--- config.mk ---
export PLATFORM = sky130hd
export DESIGN_NAME = websocket_header_parser_flat
export DESIGN_NICKNAME = d
export VERILOG_FILES = /design/src/rtl/core/wshp_pkg.sv /design/src/rtl/core/wshp_if.sv /design/src/rtl/core/wshp_step.sv /design/src/rtl/core/websocket_header_parser.sv /design/src/flat_wrapper.sv
export SDC_FILE = /design/constraint.sdc
export NUM_CORES = 1
export LEC_CHECK = 0
export ABC_AREA = 0
export CORE_MARGIN = 2
export CORE_UTILIZATION = 60
export DETAILED_ROUTE_END_ITERATION = 7
export DONT_BUFFER_PORTS = 1
export MAX_ROUTING_LAYER = met4
export PLACE_DENSITY = 0.79
export SLEW_MARGIN = 25
export SYNTH_ARGS = -nofsm -noshare
export SYNTH_HDL_FRONTEND = slang
export SYNTH_SLANG_ARGS = --single-unit
export TNS_END_PERCENT = 20
--- constraint.sdc ---
create_clock -name clk -period 15.3 [get_ports clk]
set_input_delay 3.825 -clock clk [delete_from_list [all_inputs] [get_ports clk]]
set_output_delay 3.825 -clock clk [all_outputs]
set_load 0.1 [all_outputs]
--- src/rtl/core/wshp_pkg.sv ---
package wshp_pkg;

  localparam logic [3:0] POS_FIRST  = 4'd0;
  localparam logic [3:0] POS_SECOND = 4'd1;

  localparam logic [6:0] LEN16_CODE = 7'd126;
  localparam logic [6:0] LEN64_CODE = 7'd127;

  localparam logic [3:0] EXT_NONE  = 4'd0;
  localparam logic [3:0] EXT_LEN16 = 4'd2;
  localparam logic [3:0] EXT_LEN64 = 4'd8;

  localparam logic [3:0] HDR_BASE  = 4'd2;
  localparam logic [3:0] KEY_BYTES = 4'd4;

  localparam logic [63:0] CTRL_MAX_LEN = 64'd125;
  localparam logic [63:0] LEN16_MIN    = 64'd126;
  localparam logic [63:0] LEN16_MAX    = 64'h0000_0000_0000_ffff;

  localparam logic [3:0] OP_CONT  = 4'h0;
  localparam logic [3:0] OP_TEXT  = 4'h1;
  localparam logic [3:0] OP_BIN   = 4'h2;
  localparam logic [3:0] OP_CLOSE = 4'h8;
  localparam logic [3:0] OP_PING  = 4'h9;
  localparam logic [3:0] OP_PONG  = 4'ha;

  localparam logic STATUS_OK  = 1'b0;
  localparam logic STATUS_ERR = 1'b1;

  typedef struct packed {
    logic [3:0]  pos;
    logic [7:0]  first;
    logic [7:0]  second;
    logic [63:0] len;
    logic [31:0] key;
  } parse_state_t;

  typedef struct packed {
    logic        status;
    logic        fin;
    logic [3:0]  frame_opcode;
    logic        masked;
    logic [62:0] payload_length;
    logic [31:0] mask_word;
    logic [3:0]  header_bytes;
  } result_t;

endpackage

--- src/rtl/core/wshp_if.sv ---
interface wshp_in_if;
  logic       valid;
  logic       ready;
  logic [7:0] header_byte;
  logic       restart;

  modport source (output valid, output header_byte, output restart, input ready);
  modport sink   (input valid, input header_byte, input restart, output ready);
endinterface

interface wshp_out_if;
  logic        valid;
  logic        ready;
  logic        status;
  logic        fin;
  logic [3:0]  frame_opcode;
  logic        masked;
  logic [62:0] payload_length;
  logic [31:0] mask_word;
  logic [3:0]  header_bytes;

  modport source (output valid, output status, output fin, output frame_opcode,
                  output masked, output payload_length, output mask_word,
                  output header_bytes, input ready);
  modport sink   (input valid, input status, input fin, input frame_opcode,
                  input masked, input payload_length, input mask_word,
                  input header_bytes, output ready);
endinterface

--- src/rtl/core/wshp_step.sv ---
module wshp_step
  import wshp_pkg::*;
(
  input  parse_state_t st,
  input  logic [7:0]   hdr_byte,
  input  logic         restart,
  output parse_state_t st_nxt,
  output logic         emit,
  output result_t      res
);

  logic [3:0]  pos;
  logic [6:0]  code;
  logic [3:0]  ext;
  logic [3:0]  len_end;
  logic        msk;
  logic        fail;
  logic        fin_req;
  logic [3:0]  fin_hdr;
  logic        len_bad;
  logic [3:0]  op;
  logic        ctrl_bad;
  logic        op_bad;
  logic        err;

  always_comb begin
    pos      = restart ? POS_FIRST : st.pos;
    st_nxt   = st;
    fail     = 1'b0;
    fin_req  = 1'b0;
    fin_hdr  = HDR_BASE;
    len_bad  = 1'b0;
    code     = st.second[6:0];
    ext      = (code == LEN16_CODE) ? EXT_LEN16 :
               (code == LEN64_CODE) ? EXT_LEN64 : EXT_NONE;
    len_end  = HDR_BASE + ext;
    msk      = st.second[7];
    case (pos)
      POS_FIRST: begin
        st_nxt.first  = hdr_byte;
        st_nxt.second = 8'd0;
        st_nxt.len    = 64'd0;
        st_nxt.key    = 32'd0;
        st_nxt.pos    = POS_SECOND;
      end
      POS_SECOND: begin
        st_nxt.second = hdr_byte;
        if (st.first[6:4] != 3'd0) begin
          fail = 1'b1;
        end else begin
          if (hdr_byte[6:0] < LEN16_CODE) begin
            st_nxt.len = {57'd0, hdr_byte[6:0]};
          end
          if (hdr_byte[6:0] < LEN16_CODE && !hdr_byte[7]) begin
            fin_req = 1'b1;
            fin_hdr = HDR_BASE;
          end else begin
            st_nxt.pos = pos + 4'd1;
          end
        end
      end
      default: begin
        if (pos < len_end) begin
          st_nxt.len = {st.len[55:0], hdr_byte};
          if (pos == len_end - 4'd1) begin
            if (code == LEN16_CODE) begin
              len_bad = st_nxt.len < LEN16_MIN;
            end else begin
              len_bad = st_nxt.len[63] || (st_nxt.len <= LEN16_MAX);
            end
            if (len_bad) begin
              fail = 1'b1;
            end else if (!msk) begin
              fin_req = 1'b1;
              fin_hdr = len_end;
            end else begin
              st_nxt.pos = pos + 4'd1;
            end
          end else begin
            st_nxt.pos = pos + 4'd1;
          end
        end else begin
          st_nxt.key = {st.key[23:0], hdr_byte};
          if (pos >= len_end + 4'd3) begin
            fin_req = 1'b1;
            fin_hdr = len_end + KEY_BYTES;
          end else begin
            st_nxt.pos = pos + 4'd1;
          end
        end
      end
    endcase

    // final checks on a complete header
    op       = st_nxt.first[3:0];
    ctrl_bad = op[3] && (!st_nxt.first[7] || (st_nxt.len > CTRL_MAX_LEN));
    op_bad   = !(op inside {OP_CONT, OP_TEXT, OP_BIN, OP_CLOSE, OP_PING, OP_PONG});
    err      = fail || (fin_req && (ctrl_bad || op_bad));
    emit     = fail || fin_req;
    if (emit) begin
      st_nxt.pos = POS_FIRST;
    end

    res.status         = err ? STATUS_ERR : STATUS_OK;
    res.fin            = st_nxt.first[7];
    res.frame_opcode   = op;
    res.masked         = st_nxt.second[7];
    res.payload_length = err ? 63'd0 : st_nxt.len[62:0];
    res.mask_word      = (err || !st_nxt.second[7]) ? 32'd0 : st_nxt.key;
    res.header_bytes   = err ? 4'd0 : fin_hdr;
  end

endmodule

--- src/rtl/core/websocket_header_parser.sv ---
// WebSocket (RFC 6455) frame header parser. Header bytes enter one per transfer on in_ch,
// with restart marking a byte as the first of a new header. Exactly one result leaves on
// out_ch per header, in the cycle after the byte that completes it (ok) or first breaks a rule
// (error: reserved bits, non-minimal 16/64-bit length, 64-bit top bit, bad control frame,
// illegal opcode); error results carry fin, opcode and mask bit with zero length, key and
// size. One byte is taken every cycle unless in_ch stalls; the single output register holds a
// result until it is taken, and in_ch stalls only while it is full and out_ch is not ready.
module websocket_header_parser
  import wshp_pkg::*;
(
  input  logic       clk,
  input  logic       rst_n,
  wshp_in_if.sink    in_ch,
  wshp_out_if.source out_ch
);

  parse_state_t st_r;
  parse_state_t st_nxt;
  result_t      res_nxt;
  result_t      res_r;
  logic         emit;
  logic         out_valid_r;
  logic         in_xfer;

  wshp_step u_step (
    .st       (st_r),
    .hdr_byte (in_ch.header_byte),
    .restart  (in_ch.restart),
    .st_nxt   (st_nxt),
    .emit     (emit),
    .res      (res_nxt)
  );

  assign in_ch.ready = !out_valid_r || out_ch.ready;
  assign in_xfer     = in_ch.valid && in_ch.ready;

  always_ff @(posedge clk) begin
    if (!rst_n) begin
      st_r        <= '0;
      out_valid_r <= 1'b0;
    end else begin
      if (in_xfer) begin
        st_r        <= st_nxt;
        out_valid_r <= emit;
      end else if (out_ch.ready) begin
        out_valid_r <= 1'b0;
      end
    end
  end

  always_ff @(posedge clk) begin
    if (in_xfer && emit) begin
      res_r <= res_nxt;
    end
  end

  assign out_ch.valid          = out_valid_r;
  assign out_ch.status         = res_r.status;
  assign out_ch.fin            = res_r.fin;
  assign out_ch.frame_opcode   = res_r.frame_opcode;
  assign out_ch.masked         = res_r.masked;
  assign out_ch.payload_length = res_r.payload_length;
  assign out_ch.mask_word      = res_r.mask_word;
  assign out_ch.header_bytes   = res_r.header_bytes;

endmodule

--- src/flat_wrapper.sv ---
// flat-port wrapper written by rule: the top's interface ports become plain ports
module websocket_header_parser_flat import wshp_pkg::*;
  (clk, rst_n, in_ch_valid, in_ch_header_byte, in_ch_restart, in_ch_ready, out_ch_valid, out_ch_status, out_ch_fin, out_ch_frame_opcode, out_ch_masked, out_ch_payload_length, out_ch_mask_word, out_ch_header_bytes, out_ch_ready);
  wshp_in_if in_ch_i ();
  wshp_out_if out_ch_i ();
  input  logic clk;
  input  logic rst_n;
  input wire logic [$bits(in_ch_i.valid)-1:0] in_ch_valid;
  input wire logic [$bits(in_ch_i.header_byte)-1:0] in_ch_header_byte;
  input wire logic [$bits(in_ch_i.restart)-1:0] in_ch_restart;
  output wire logic [$bits(in_ch_i.ready)-1:0] in_ch_ready;
  output wire logic [$bits(out_ch_i.valid)-1:0] out_ch_valid;
  output wire logic [$bits(out_ch_i.status)-1:0] out_ch_status;
  output wire logic [$bits(out_ch_i.fin)-1:0] out_ch_fin;
  output wire logic [$bits(out_ch_i.frame_opcode)-1:0] out_ch_frame_opcode;
  output wire logic [$bits(out_ch_i.masked)-1:0] out_ch_masked;
  output wire logic [$bits(out_ch_i.payload_length)-1:0] out_ch_payload_length;
  output wire logic [$bits(out_ch_i.mask_word)-1:0] out_ch_mask_word;
  output wire logic [$bits(out_ch_i.header_bytes)-1:0] out_ch_header_bytes;
  input wire logic [$bits(out_ch_i.ready)-1:0] out_ch_ready;
  assign in_ch_i.valid = in_ch_valid;
  assign in_ch_i.header_byte = in_ch_header_byte;
  assign in_ch_i.restart = in_ch_restart;
  assign in_ch_ready = in_ch_i.ready;
  assign out_ch_valid = out_ch_i.valid;
  assign out_ch_status = out_ch_i.status;
  assign out_ch_fin = out_ch_i.fin;
  assign out_ch_frame_opcode = out_ch_i.frame_opcode;
  assign out_ch_masked = out_ch_i.masked;
  assign out_ch_payload_length = out_ch_i.payload_length;
  assign out_ch_mask_word = out_ch_i.mask_word;
  assign out_ch_header_bytes = out_ch_i.header_bytes;
  assign out_ch_i.ready = out_ch_ready;
  websocket_header_parser u_core (.clk(clk), .rst_n(rst_n), .in_ch(in_ch_i), .out_ch(out_ch_i));
endmodule
---- Yosys cells after proc, flatten, opt, wreduce, memory -nomap -nowiden ----
Index checks and enable logic that the tools add are counted.
storage, ports and cells
  flip-flop bits (word level) ............. 223
  input port bits ......................... 13
  output and inout bits ................... 108
cells by class
  add/subtract/negate cells ............... 5
  magnitude comparators ................... 6
  equal/unequal tests ..................... 14
  muxes and demuxes ....................... 46
  reductions and logical operators ........ 28
operator list
  cell                    number
  $mux W64                3
  $pmux W64 S2            1
  $gt A64 B7 Y1 const B   1
  $le A64 B16 Y1 const B  1
  $lt A64 B7 Y1 const B   1
  $mux W4                 16
  $pmux W32 S2            1
  $mux W32                1
  $mux W1                 18
  $pmux W8 S2             1
  $eq A7 B7 Y1 const B    2
  $eq A4 B4 Y1 const B    3
  $eq A4 B1 Y1 const B    2
  $logic_not A4 Y1        2
  $mux W8                 1
  $pmux W4 S2             1
  $logic_or A1 B1 Y1      7
  $lt A7 B7 Y1 const B    1
  $ne A3 B2 Y1 const B    2
  $ne A6 B2 Y1 const B    1
  $ne A6 B3 Y1 const B    1
  $reduce_and A6 Y1       1
  $reduce_bool A6 Y1      1
  $logic_and A1 B1 Y1     5
  other kinds (18)        25

---- Longest topological paths before layout ----
Gate-level depths: netlist of the first run.
  word-level depth ........................ 16
  depth in mapped cells ................... 18
  gate-level depth less buffers ........... 14

---- Hierarchy ----
From an unflattened synthesis of the first run, not the netlist that was laid out.
second synthesis, totals
  cell total of the unflattened synthesis .. 1,065
  area total of the unflattened synthesis .. 10,756.6 um^2
modules (own cells, without submodules)
  module                   instances  cells each  area an instance (um^2)  sequential area each (um^2)
  websocket_header_parser  1          615         7,800.0                  5,525.3
  wshp_step                1          450         2,956.6                  0.0

---- Worst setup path before layout of the first run ----
OpenSTA, ideal clock, no wires.
  path type ............................... input -> output
  start point ............................. input out_ch_ready
  end point ............................... output in_ch_ready
  data arrival time ....................... 4,621 ps
  required time ........................... 11,475 ps
  setup slack ............................. 6,854 ps
  cell stages on the path ................. 1
  path buffers ............................ 0
  path through ............................ nand2b_1
between the ends
  longest elaborated chain between the ends .. 1
RTL lines
  what                line                           RTL
  start, declared     flat_wrapper.sv:20             input wire logic [$bits(out_ch_i.ready)-1:0] out_ch_ready;
  $logic_or A1 B1 Y1  websocket_header_parser.sv:34  assign in_ch.ready = !out_valid_r || out_ch.ready;
  end, declared       flat_wrapper.sv:11             output wire logic [$bits(in_ch_i.ready)-1:0] in_ch_ready;
Every way passes these cells.

---- Final worst setup path of the first run ----
Ends and elaborated chain as after synthesis.

==> metrics.yaml, run 1 <==
die:
  io_pins: 121
  num_rows: 48
  die_w_um: 137
  core_area_um2: 17300
  fp.dieArea_um2: 18800
  dieHeight_um: 137
  start_util_pct: 61.4
yosys:
  avgSynthCellArea_um2: 9.58
  synthFlopType: "dfxtp_1"
  syn_area_um2: 10600
  synth.top_cell.area_share_pct: 29.7
  synthCells: 1108
  synth_common_cells: "nor2_1, a22oi_1, dfxtp_1"
  yosysTopAreaCell: "edfxtp_1"
  synth_seq_area_share_pct: 51.8
  synth_enable_flop_cells: 105
  synthDistinctLibCells: 70
  ys_async_sr_fraction_pct: 0
  yosys_register_bits: 222
  synth.most_common_cell: "nor2_1"
  syn-num-nets: 1128
  yosys_warnings: 0
  synth.area.top_cells: "edfxtp_1, dfxtp_1, a22oi_1, nor2_1, a21oi_1"
critical_path:
  crit_path_end_kind: "output pin"
  slowest_stage: "nand2b_1"
  crit_cells: 1
  r2r_end: "u_core.out_ch.payload_length[30]$_SDFFCE_PP0P_"
  critPathKind: "in2out"
  cp_top_family: "simple AND/OR/NAND/NOR gates"
  cp.required_ns: 11.48
  arrival_ns: 4.63
  slowest_delay_ns: 0.81
  crit_fanout: 4
  rr_startpoint: "u_core.st_r[99]$_SDFFE_PN0P_"
  path_buf_inv: 0
  r2r_cells: 16
  cp-start-kind: "primary input"
  rrSetupSlack_ns: 9.32
  path_cells: "nand2b_1"
power_and_ir_drop:
  peakVddDrop_v: 0.0000918
  leakagePower_nw: 3.67
  p_per_area_nw_per_um2: 118
global_routing:
  grt_pass1_wl_mm: 46.5
  antenna_found_initial: 0
  grt_pass1_vias: 8017
  grt_max_degree: 103
  grt_use_total_pct: 32.7
  use_met2_pct: 44.2
  busiest_layer: "met1"
  met3_usage_pct: 5.44
  overflow: 0
  use_met1_pct: 49.4
route:
  ant_nets: 0
  via_count: 8923
  drt_iter0_drc: 1369
  drtPass1Iterations: 6
  drc: 0
  wirelength_mm: 29.8
  wl_per_cell_um: 23.4
  via_per_inst: 7.00
timing:
  fin_crit_ns: 8.46
  rsz0062_at_grt: "no"
  min_period_over_period_pct: 55.3
  timing.hold.ws_ns: 0.454
  setup_tns_ns: 0
  fmax_ghz: 0.118
  maxSlewHeadroom_pct: 27.7
  setup_ws_ns: 6.84
  hold_viol: 0
  slew_violations: 0
  final-setup-viol-count: 0
  tightest_slew_ns: 1.08
  finClkSkew_ns: 0.0150
clocking:
  clk_latency_ns: 0.54
  cts.path.max_buffers: 3
  cts_hold_buf: 0
  cts_tree: "yes"
  clockRootBuffer: "clkbuf_16"
  clock-sinks: 222
  cts_resized: 0
  post_cts.repair.setup_buffers: 0
  htreeDepth: 1
  numCtsBuffers: 23
  clkTransAtPathRegs_ns: 0.06
worst_hold_path:
  hold_depth: 2
  hold_end: "u_core.st_r[110]$_SDFFE_PN0P_"
  worstHoldStart: "u_core.st_r[110]$_SDFFE_PN0P_"
  min_path_type: "reg2reg"
final_layout:
  n_antenna_cell: 0
  nNetsFinal: 1052
  syn_to_final_growth_pct: 6.07
  final_layout_size_suffix_gt1_share_pct: 8.48
  fin_cells: 1274
  finish.utilization_pct: 65.1
place:
  place.gp.congestion: 0.994
  preCtsSetupSlack_ns: 6.61
  dp.cells: 1232
  place.port_buffers: 0
  dpl.hpwl_mm: 19.0
job:
  maxCapViolations: 0
status:
  status: "completed"
[cell type report]
cell class | instances | area, µm²
clock buffers | 34 | 641
clock inverters | 8 | 83.8
inverters | 7 | 28.8
flip-flops and latches | 222 | 5500
well taps | 225 | 282
multi-input cells | 762 | 4610
repair buffers | 16 | 124
fillers | 1380 | 6040
[cell families (layout without fill, tap and decap cells)]
group	Yosys count	in the layout	share of synthesized area [%]
adder cells (fa/ha/maj)	7	7	0.825
other	1	1	0.0353
buffers and inverters	124	65	5.22
multiplexers	7	7	0.707
AND/OR/NAND/NOR	314	314	13.3
flip-flops	222	222	51.8
XOR/XNOR	1	1	0.0825
AO/OA/AOI/OAI	432	432	28.1
[power breakdown]
group	internal [mW]	switching (mW)	leakage (nW)
Sequential	0.631	0.0480	1.94
Combinational	0.0235	0.0807	1.37
Clock	0.310	0.233	0.356
[metal layers]
| layer | share of wire (%) | wire [µm] |
|---|---|---|
| met5 | 0 | 0 |
| met2 | 43 | 12800 |
| met3 | 10 | 3070 |
| met1 | 44 | 13100 |
| met4 | 2.9 | 874 |
[cells in the final DEF (no fill, tap or decap), drive strengths merged, types with 9 or more instances in the layout]
cell	count
a211oi	50
a21oi	111
a22oi	157
buf	16
clkbuf	34
dfxtp	117
edfxtp	105
inv	9
nand2	57
nand3	16
nand4	9
nor2	164
nor3	18
nor4	15
o21a	9
o21ai	52
[stage by stage]
stage	power [mW]	area, µm²
2_1_floorplan	0.775	10600
3_3_place_gp	0.791	10500
3_5_place_dp	0.793	10500
4_1_cts	1.33	11300
5_1_grt	1.37	11300
6_report	1.33	11300
[sequential cells by signal, summed over array words and instances, names as in the netlist]
name                          cells
u_core.out_ch.mask_word          32
u_core.out_ch.masked              1
u_core.out_ch.payload_length     63
u_core.out_ch.fin                 1
u_core.st_r                     116
u_core.out_ch.status              1
u_core.out_ch.valid               1
u_core.out_ch.header_bytes        3
u_core.out_ch.frame_opcode        4
[worst max path at each step]
stage | from | endpoint
4_1_cts | out_ch_ready | in_ch_ready
5_1_grt | in_ch_restart | u_core.out_ch.payload_length[30]$_SDFFCE_PP0P_
6_report | out_ch_ready | in_ch_ready
2_1_floorplan | out_ch_ready | in_ch_ready
3_3_place_gp | out_ch_ready | in_ch_ready
3_5_place_dp | in_ch_restart | u_core.out_ch.payload_length[17]$_SDFFCE_PP0P_
Note: power is estimated with default switching activity, not from simulation.
==> inputs of run 2 (changes only) <==
ABC_AREA = 1   (was 0)
CORE_UTILIZATION = 58   (was 60)
clock period = 7.7 ns   (was 15.3 ns; I/O delays follow)
==> run 2 against run 1 <==
  * Routed wire length shrank 6.1%
  * Critical path type is now in2reg
  * Sequential share of layout area shrank 2.3 points
  * Non-clock buffer count shrank 4
  * First-iteration DRC count shrank 18%
==> metrics.yaml, run 2 <==
route:
  via_per_inst: 5.91  # was 7.00
  ant_nets: 0  # unchanged
  drtPass1Iterations: 6  # unchanged
  wirelength_mm: 28.0  # was 29.8 mm
  wl_per_cell_um: 17.6  # was 23.4 µm
  drt_iter0_drc: 1122  # was 1369
  via_count: 9443  # was 8923
  drc: 0  # unchanged
clocking:
  cts_hold_buf: 0  # unchanged
  clkTransAtPathRegs_ns: 0.05  # was 0.06 ns
  cts_resized: 0  # unchanged
  clockRootBuffer: "clkbuf_16"  # unchanged
  htreeDepth: 1  # unchanged
  clk_latency_ns: 0.53  # was 0.54 ns
  numCtsBuffers: 24  # was 23
  cts_tree: "yes"  # unchanged
  post_cts.repair.setup_buffers: 0  # unchanged
  cts.path.max_buffers: 3  # unchanged
  clock-sinks: 222  # unchanged
final_layout:
  final_layout_size_suffix_gt1_share_pct: 5.14  # was 8.48%
  syn_to_final_growth_pct: 7.85  # was 6.07%
  largest-register: "u_core.st_r"  # unchanged
  layout_commonest_cell: "nand2_1"  # was nor2_1
  nNetsFinal: 1365  # was 1052
  final_cell_mix: "nand2_1, inv_1, nor2_1, nand3_1, dfxtp_1"  # was nor2_1, a22oi_1, dfxtp_1, edfxtp_1, a21oi_1
  fin_cells: 1597  # was 1274
  n_antenna_cell: 0  # unchanged
  largest_reg_flops: 116  # unchanged
timing:
  rsz0062_at_grt: "no"  # unchanged
  slew_violations: 0  # unchanged
  tightest_slew_ns: 1.04  # was 1.08 ns
  hold_viol: 0  # unchanged
  finClkSkew_ns: 0.0223  # was 0.0150 ns
  final-setup-viol-count: 0  # unchanged
  min_period_over_period_pct: 70.1
  fin_crit_ns: 5.40
  setup_tns_ns: 0  # unchanged
  fmax_ghz: 0.185
  maxSlewHeadroom_pct: 30.9  # was 27.7%
place:
  dpl.hpwl_mm: 17.8  # was 19.0 mm
  place.port_buffers: 0  # unchanged
  dp.cells: 1553  # was 1232
  place.gp.congestion: 0.945  # was 0.994
power_and_ir_drop:
  peakVddDrop_v: 0.000158  # was 0.0000918 V
  p_per_area_nw_per_um2: 251  # was 118 nW/µm²
  leakagePower_nw: 5.37  # was 3.67 nW
global_routing:
  grt_use_total_pct: 28.7  # was 32.7%
  overflow: 0  # unchanged
  grt_max_degree: 109  # was 103
  grt_pass1_vias: 8372  # was 8017
  grt_pass1_wl_mm: 44.9  # was 46.5 mm
  antenna_found_initial: 0  # unchanged
critical_path:
  cp-start-kind: "primary input"  # unchanged
  cp.required_ns: 7.90  # was 11.48 ns
  path_buf_inv: 4  # was 0
  crit_fanout: 69  # was 4
  slowest_delay_ns: 0.54  # was 0.81 ns
  cp_top_family: "buffers and inverters"  # was simple AND/OR/NAND/NOR gates
  path_cells: "nor2_1 -> ha_1 -> a21oi_4 -> buf_4 -> nand2_4 -> inv_2 -> o2111ai_1 -> nor2_1 -> o211ai_1 -> nand2_1 -> nand2_1 -> nand2_1 -> nand2_1 -> inv_4 -> buf_12"  # was nand2b_1
  crit_path_end_kind: "flop"  # was output pin
  slowest_stage: "inv_4"  # was nand2b_1
  arrival_ns: 5.60  # was 4.63 ns
  critPathKind: "in2reg"  # was in2out
  crit_top_cell: "nand2_1"
yosys:
  ys_async_sr_fraction_pct: 0  # unchanged
  syn_area_um2: 11000  # was 10600 µm²
  synth.most_common_cell: "nand2_1"  # was nor2_1
  synthFlopType: "dfxtp_1"  # unchanged
  synth_seq_area_share_pct: 50.2  # was 51.8%
  synthDistinctLibCells: 36  # was 70
  yosys_warnings: 0  # unchanged
  synthCells: 1398  # was 1108
  yosys_register_bits: 222  # unchanged
  synth_common_cells: "nand2_1, inv_1, nor2_1"  # was nor2_1, a22oi_1, dfxtp_1
  synth.area.top_cells: "edfxtp_1, dfxtp_1, nand2_1, inv_1, nand3_1"  # was edfxtp_1, dfxtp_1, a22oi_1, nor2_1, a21oi_1
  syn-num-nets: 1418  # was 1128
  synth_enable_flop_cells: 105  # unchanged
  synth.top_cell.area_share_pct: 28.8  # was 29.7%
  avgSynthCellArea_um2: 7.83  # was 9.58 µm²
  yosysTopAreaCell: "edfxtp_1"  # unchanged
job:
  maxCapViolations: 0  # unchanged
die:
  die_w_um: 141  # was 137 µm
  num_rows: 50  # was 48
  io_pins: 121  # unchanged
  core_area_um2: 18600  # was 17300 µm²
  fp.dieArea_um2: 20000  # was 18800 µm²
  start_util_pct: 58.7  # was 61.4%
  dieHeight_um: 141  # was 137 µm
worst_hold_path:
  min_path_type: "reg2reg"  # unchanged
status:
  status: "completed"  # unchanged
run 2: changes by cell type after synthesis, moves of 44 or more:
| cell | delta |
|---|---|
| a211oi_1 | -44 |
| nand3_1 | +114 |
| inv_1 | +212 |
| a22oi_1 | -156 |
| nand2_1 | +189 |
| o211ai_1 | +50 |
run 2: final cells by class:
type                            count  area (µm²)
Multi-Input combinational cell    861        4220
Timing Repair Buffer               12         106
Clock buffer                       27         622
Inverter                          224         843
Sequential cell                   222        5500
Fill cell                        1572        6830
Tap cell                          234         293
Clock inverter                     17         234
run 2: tightest hold or removal path, stage by stage (launching register included):
cell and delay (ns):
dfxtp_1 0.31, nand2_1 0.06, a21oi_1 0.05
run 2: worst paths after layout:
path                                       from                                       to  slack [ns]  cells after the start
hold reg to reg    u_core.st_r[97]$_SDFFE_PN0P_             u_core.st_r[97]$_SDFFE_PN0P_        0.47                      2
hold / removal     u_core.st_r[97]$_SDFFE_PN0P_             u_core.st_r[97]$_SDFFE_PN0P_        0.47                      2
setup / recovery                  in_ch_restart  u_core.out_ch.frame_opcode[1]$_DFFE_PP_        2.30                     15
setup reg to reg  u_core.st_r[102]$_SDFFE_PN0P_  u_core.out_ch.frame_opcode[1]$_DFFE_PP_        2.97                     17
run 2: per-layer routing:
| layer | GRT usage [%] | wire (µm) |
|---|---|---|
| met1 | 38.3 | 11500 |
| met2 | 43.8 | 12900 |
| met3 | 5.70 | 2580 |
| met4 | 10.2 | 1000 |
| met5 | - | 0 |
run 2: report_power, final:
part | switching, mW | leakage, nW | internal (mW) | total (mW)
Clock | 0.477 | 0.409 | 0.752 | 1.23
Combinational | 0.258 | 2.90 | 0.0954 | 0.353
Sequential | 0.0943 | 2.06 | 1.29 | 1.38
run 2: kinds of logic after synthesis:
| family | count (synthesis) | share of synthesized area [%] |
|---|---|---|
| AND/OR/NAND/NOR | 573 | 21.9 |
| buffers and inverters | 315 | 11.4 |
| AO/OA/AOI/OAI | 278 | 15.4 |
| flip-flops | 222 | 50.2 |
| adder cells (fa/ha/maj) | 7 | 0.800 |
| XOR/XNOR | 2 | 0.160 |
| other | 1 | 0.0342 |
run 2: stage by stage:
| stage | power [mW] | hold WS, ns | cell area (µm²) | util [%] | setup slack, ns |
|---|---|---|---|---|---|
| after floorplan | 1.67 | 0.441 | 11000 | - | 1.55 |
| after global placement | 1.74 | 0.448 | 11000 | 58.7 | 1.88 |
| after detailed placement | 1.75 | 0.461 | 11000 | 58.7 | 1.78 |
| after CTS | 2.97 | 0.468 | 11800 | 63.3 | 2.32 |
| after global routing | 3.07 | 0.487 | 11800 | 63.4 | 1.83 |
| final | 2.97 | 0.474 | 11800 | 63.4 | 2.30 |
==> inputs of run 3 (changes only) <==
ABC_AREA = 0   (was 1)
clock period = 4.95 ns   (was 7.7 ns; I/O delays follow)
==> run 3 against run 2 <==
  * First-iteration DRC count grew 20%
  * Sequential share of layout area grew 1.8 points
  * Worst hold slack lost 0.023 ns
  * Sequential power grew 52%
==> metrics.yaml, run 3 (same netlist as run 1, synthesis figures left out) <==
power_and_ir_drop:
  power_mw: 4.08  # was 2.97 mW
  leakagePower_nw: 3.71  # was 5.37 nW
  peakVddDrop_v: 0.000360  # was 0.000158 V
  p_per_area_nw_per_um2: 359  # was 251 nW/µm²
place:
  place.gp.congestion: 1.01  # was 0.945
  place.port_buffers: 0  # unchanged
  postPlaceCellArea_um2: 10700  # was 11000 µm²
  dpl.hpwl_mm: 19.1  # was 17.8 mm
  dp.cells: 1249  # was 1553
  preCtsSetupSlack_ns: 0.277  # was 1.78 ns
critical_path:
  slowest_delay_ns: 0.55  # was 0.54 ns
  crit_path_end_kind: "flop"  # unchanged
  slowest_stage: "a21oi_4"  # was inv_4
  path_cells: "nand4_1 -> or2_2 -> nor2_1 -> buf_4 -> inv_1 -> ha_1 -> nand2b_1 -> a21oi_4 -> buf_4 -> mux2i_1 -> o221ai_1 -> o21ai_0 -> nor4_1 -> o2111a_1 -> a21oi_4 -> buf_12 -> a211oi_1"  # was nor2_1 -> ha_1 -> a21oi_4 -> buf_4 -> nand2_4 -> inv_2 -> o2111ai_1 -> nor2_1 -> o211ai_1 -> nand2_1 -> nand2_1 -> nand2_1 -> nand2_1 -> inv_4 -> buf_12
  cp.required_ns: 5.28  # was 7.90 ns
  arrival_ns: 4.78  # was 5.60 ns
  critPathKind: "reg2reg"  # was in2reg
  r2r_cells: 17  # unchanged
  cp-start-kind: "flop"  # was primary input
  crit_fanout: 99  # was 69
timing:
  fin_crit_ns: 4.45
  rsz0062_at_grt: "no"  # unchanged
  final-setup-viol-count: 0  # unchanged
  min_period_over_period_pct: 89.9
  maxSlewHeadroom_pct: 34.5  # was 30.9%
  setup_tns_ns: 0  # unchanged
  fmax_ghz: 0.225
  timing.hold.ws_ns: 0.451  # was 0.474 ns
  hold_viol: 0  # unchanged
  setup_ws_ns: 0.502  # was 2.30 ns
  tightest_slew_ns: 0.985  # was 1.04 ns
  finClkSkew_ns: 0.0112  # was 0.0223 ns
  slew_violations: 0  # unchanged
clocking:
  clk_latency_ns: 0.52  # was 0.53 ns
  cts_hold_buf: 0  # unchanged
  clkTransAtPathRegs_ns: 0.06  # was 0.05 ns
  htreeDepth: 1  # unchanged
  numCtsBuffers: 22  # was 24
  cts_tree: "yes"  # unchanged
  clockRootBuffer: "clkbuf_16"  # unchanged
  clock-sinks: 222  # unchanged
  post_cts.repair.setup_buffers: 0  # unchanged
  cts_resized: 0  # unchanged
  cts.path.max_buffers: 3  # unchanged
final_layout:
  largest_reg_flops: 116  # unchanged
  syn_to_final_growth_pct: 7.13  # was 7.85%
  largest-register: "u_core.st_r"  # unchanged
  final_cell_mix: "nor2_1, a22oi_1, dfxtp_1, edfxtp_1, a21oi_1"  # was nand2_1, inv_1, nor2_1, nand3_1, dfxtp_1
  fin_cells: 1289  # was 1597
  final_layout_size_suffix_gt1_share_pct: 8.77  # was 5.14%
  n_fill_cell: 1457  # was 1572
  fin_area_um2: 11400  # was 11800 µm²
  finish.utilization_pct: 63.3  # was 63.4%
  n_antenna_cell: 0  # unchanged
  layout_commonest_cell: "nor2_1"  # was nand2_1
  nNetsFinal: 1064  # was 1365
worst_hold_path:
  hold_depth: 2  # unchanged
  min_path_type: "reg2reg"  # unchanged
die:
  start_util_pct: 59.1  # was 58.7%
  dieHeight_um: 139  # was 141 µm
  fp.dieArea_um2: 19400  # was 20000 µm²
  die_w_um: 139  # was 141 µm
  core_area_um2: 18000  # was 18600 µm²
  num_rows: 49  # was 50
  io_pins: 121  # unchanged
global_routing:
  overflow: 0  # unchanged
  grt_pass1_vias: 8160  # was 8372
  grt_pass1_wl_mm: 47.4  # was 44.9 mm
  grt_use_total_pct: 31.1  # was 28.7%
  grt_max_degree: 103  # was 109
  antenna_found_initial: 0  # unchanged
route:
  via_count: 9055  # was 9443
  drtPass1Iterations: 7  # was 6
  drc: 0  # unchanged
  wl_per_cell_um: 23.2  # was 17.6 µm
  ant_nets: 0  # unchanged
  drt_iter0_drc: 1349  # was 1122
  wirelength_mm: 29.9  # was 28.0 mm
  via_per_inst: 7.02  # was 5.91
status:
  status: "completed"  # unchanged
job:
  maxCapViolations: 0  # unchanged
[run 3: changes by cell type in the layout (fill, tap and decap cells not counted), moves of 24 or more]
| cell | before | now |
|---|---|---|
| nand2_1 | 244 | 56 |
| o211ai_1 | 53 | 3 |
| a22oi_1 | 0 | 155 |
| nand3_1 | 130 | 15 |
| a211oi_1 | 5 | 49 |
| o21ai_0 | 74 | 50 |
| a32oi_1 | 32 | 5 |
| inv_1 | 216 | 5 |
[run 3: cell type report]
class | count | area (µm²) | area share, %
clock buffer | 35 | 609 | 5.36
clock inverter | 5 | 85.1 | 0.748
inverter | 7 | 30.0 | 0.264
multi-input combinational | 762 | 4600 | 40.4
sequential | 222 | 5500 | 48.3
tap | 229 | 287 | 2.52
timing repair buffer | 29 | 268 | 2.35
[run 3: worst paths after layout]
check	startpoint	endpoint	slack, ns
hold / removal	u_core.st_r[108]$_SDFFE_PN0P_	u_core.st_r[108]$_SDFFE_PN0P_	0.45
setup / recovery	u_core.st_r[99]$_SDFFE_PN0P_	u_core.out_ch.payload_length[61]$_SDFFCE_PP0P_	0.50
hold reg to reg	u_core.st_r[108]$_SDFFE_PN0P_	u_core.st_r[108]$_SDFFE_PN0P_	0.45
setup reg to reg	u_core.st_r[99]$_SDFFE_PN0P_	u_core.out_ch.payload_length[61]$_SDFFCE_PP0P_	0.50
[run 3: power by group]
part / total [mW] / switching [mW] / internal [mW]
logic: 0.341 / 0.253 / 0.0871
clock network: 1.64 / 0.693 / 0.950
registers: 2.10 / 0.149 / 1.95
total: 4.08 / 1.10 / 2.99
[run 3: metal layers]
layer  vias to the layer above  share of wire (%)  GRT usage, %
li1                       4073                  -             -
met1                      4335                 44          47.3
met2                       571                 42          41.6
met3                        76                 10          6.33
met4                         0                2.8          9.89
met5                         -                  0             -
[run 3: worst max-delay path: cells and delay by family (launching register included)]
family	cells	cell delay (ns)
and+or+nand+nor	5	0.98
AOI/OAI and AO/OA	6	1.57
muxes	1	0.12
adders and majority gates	1	0.29
DFF	1	0.34
buffers and inverters	4	0.89
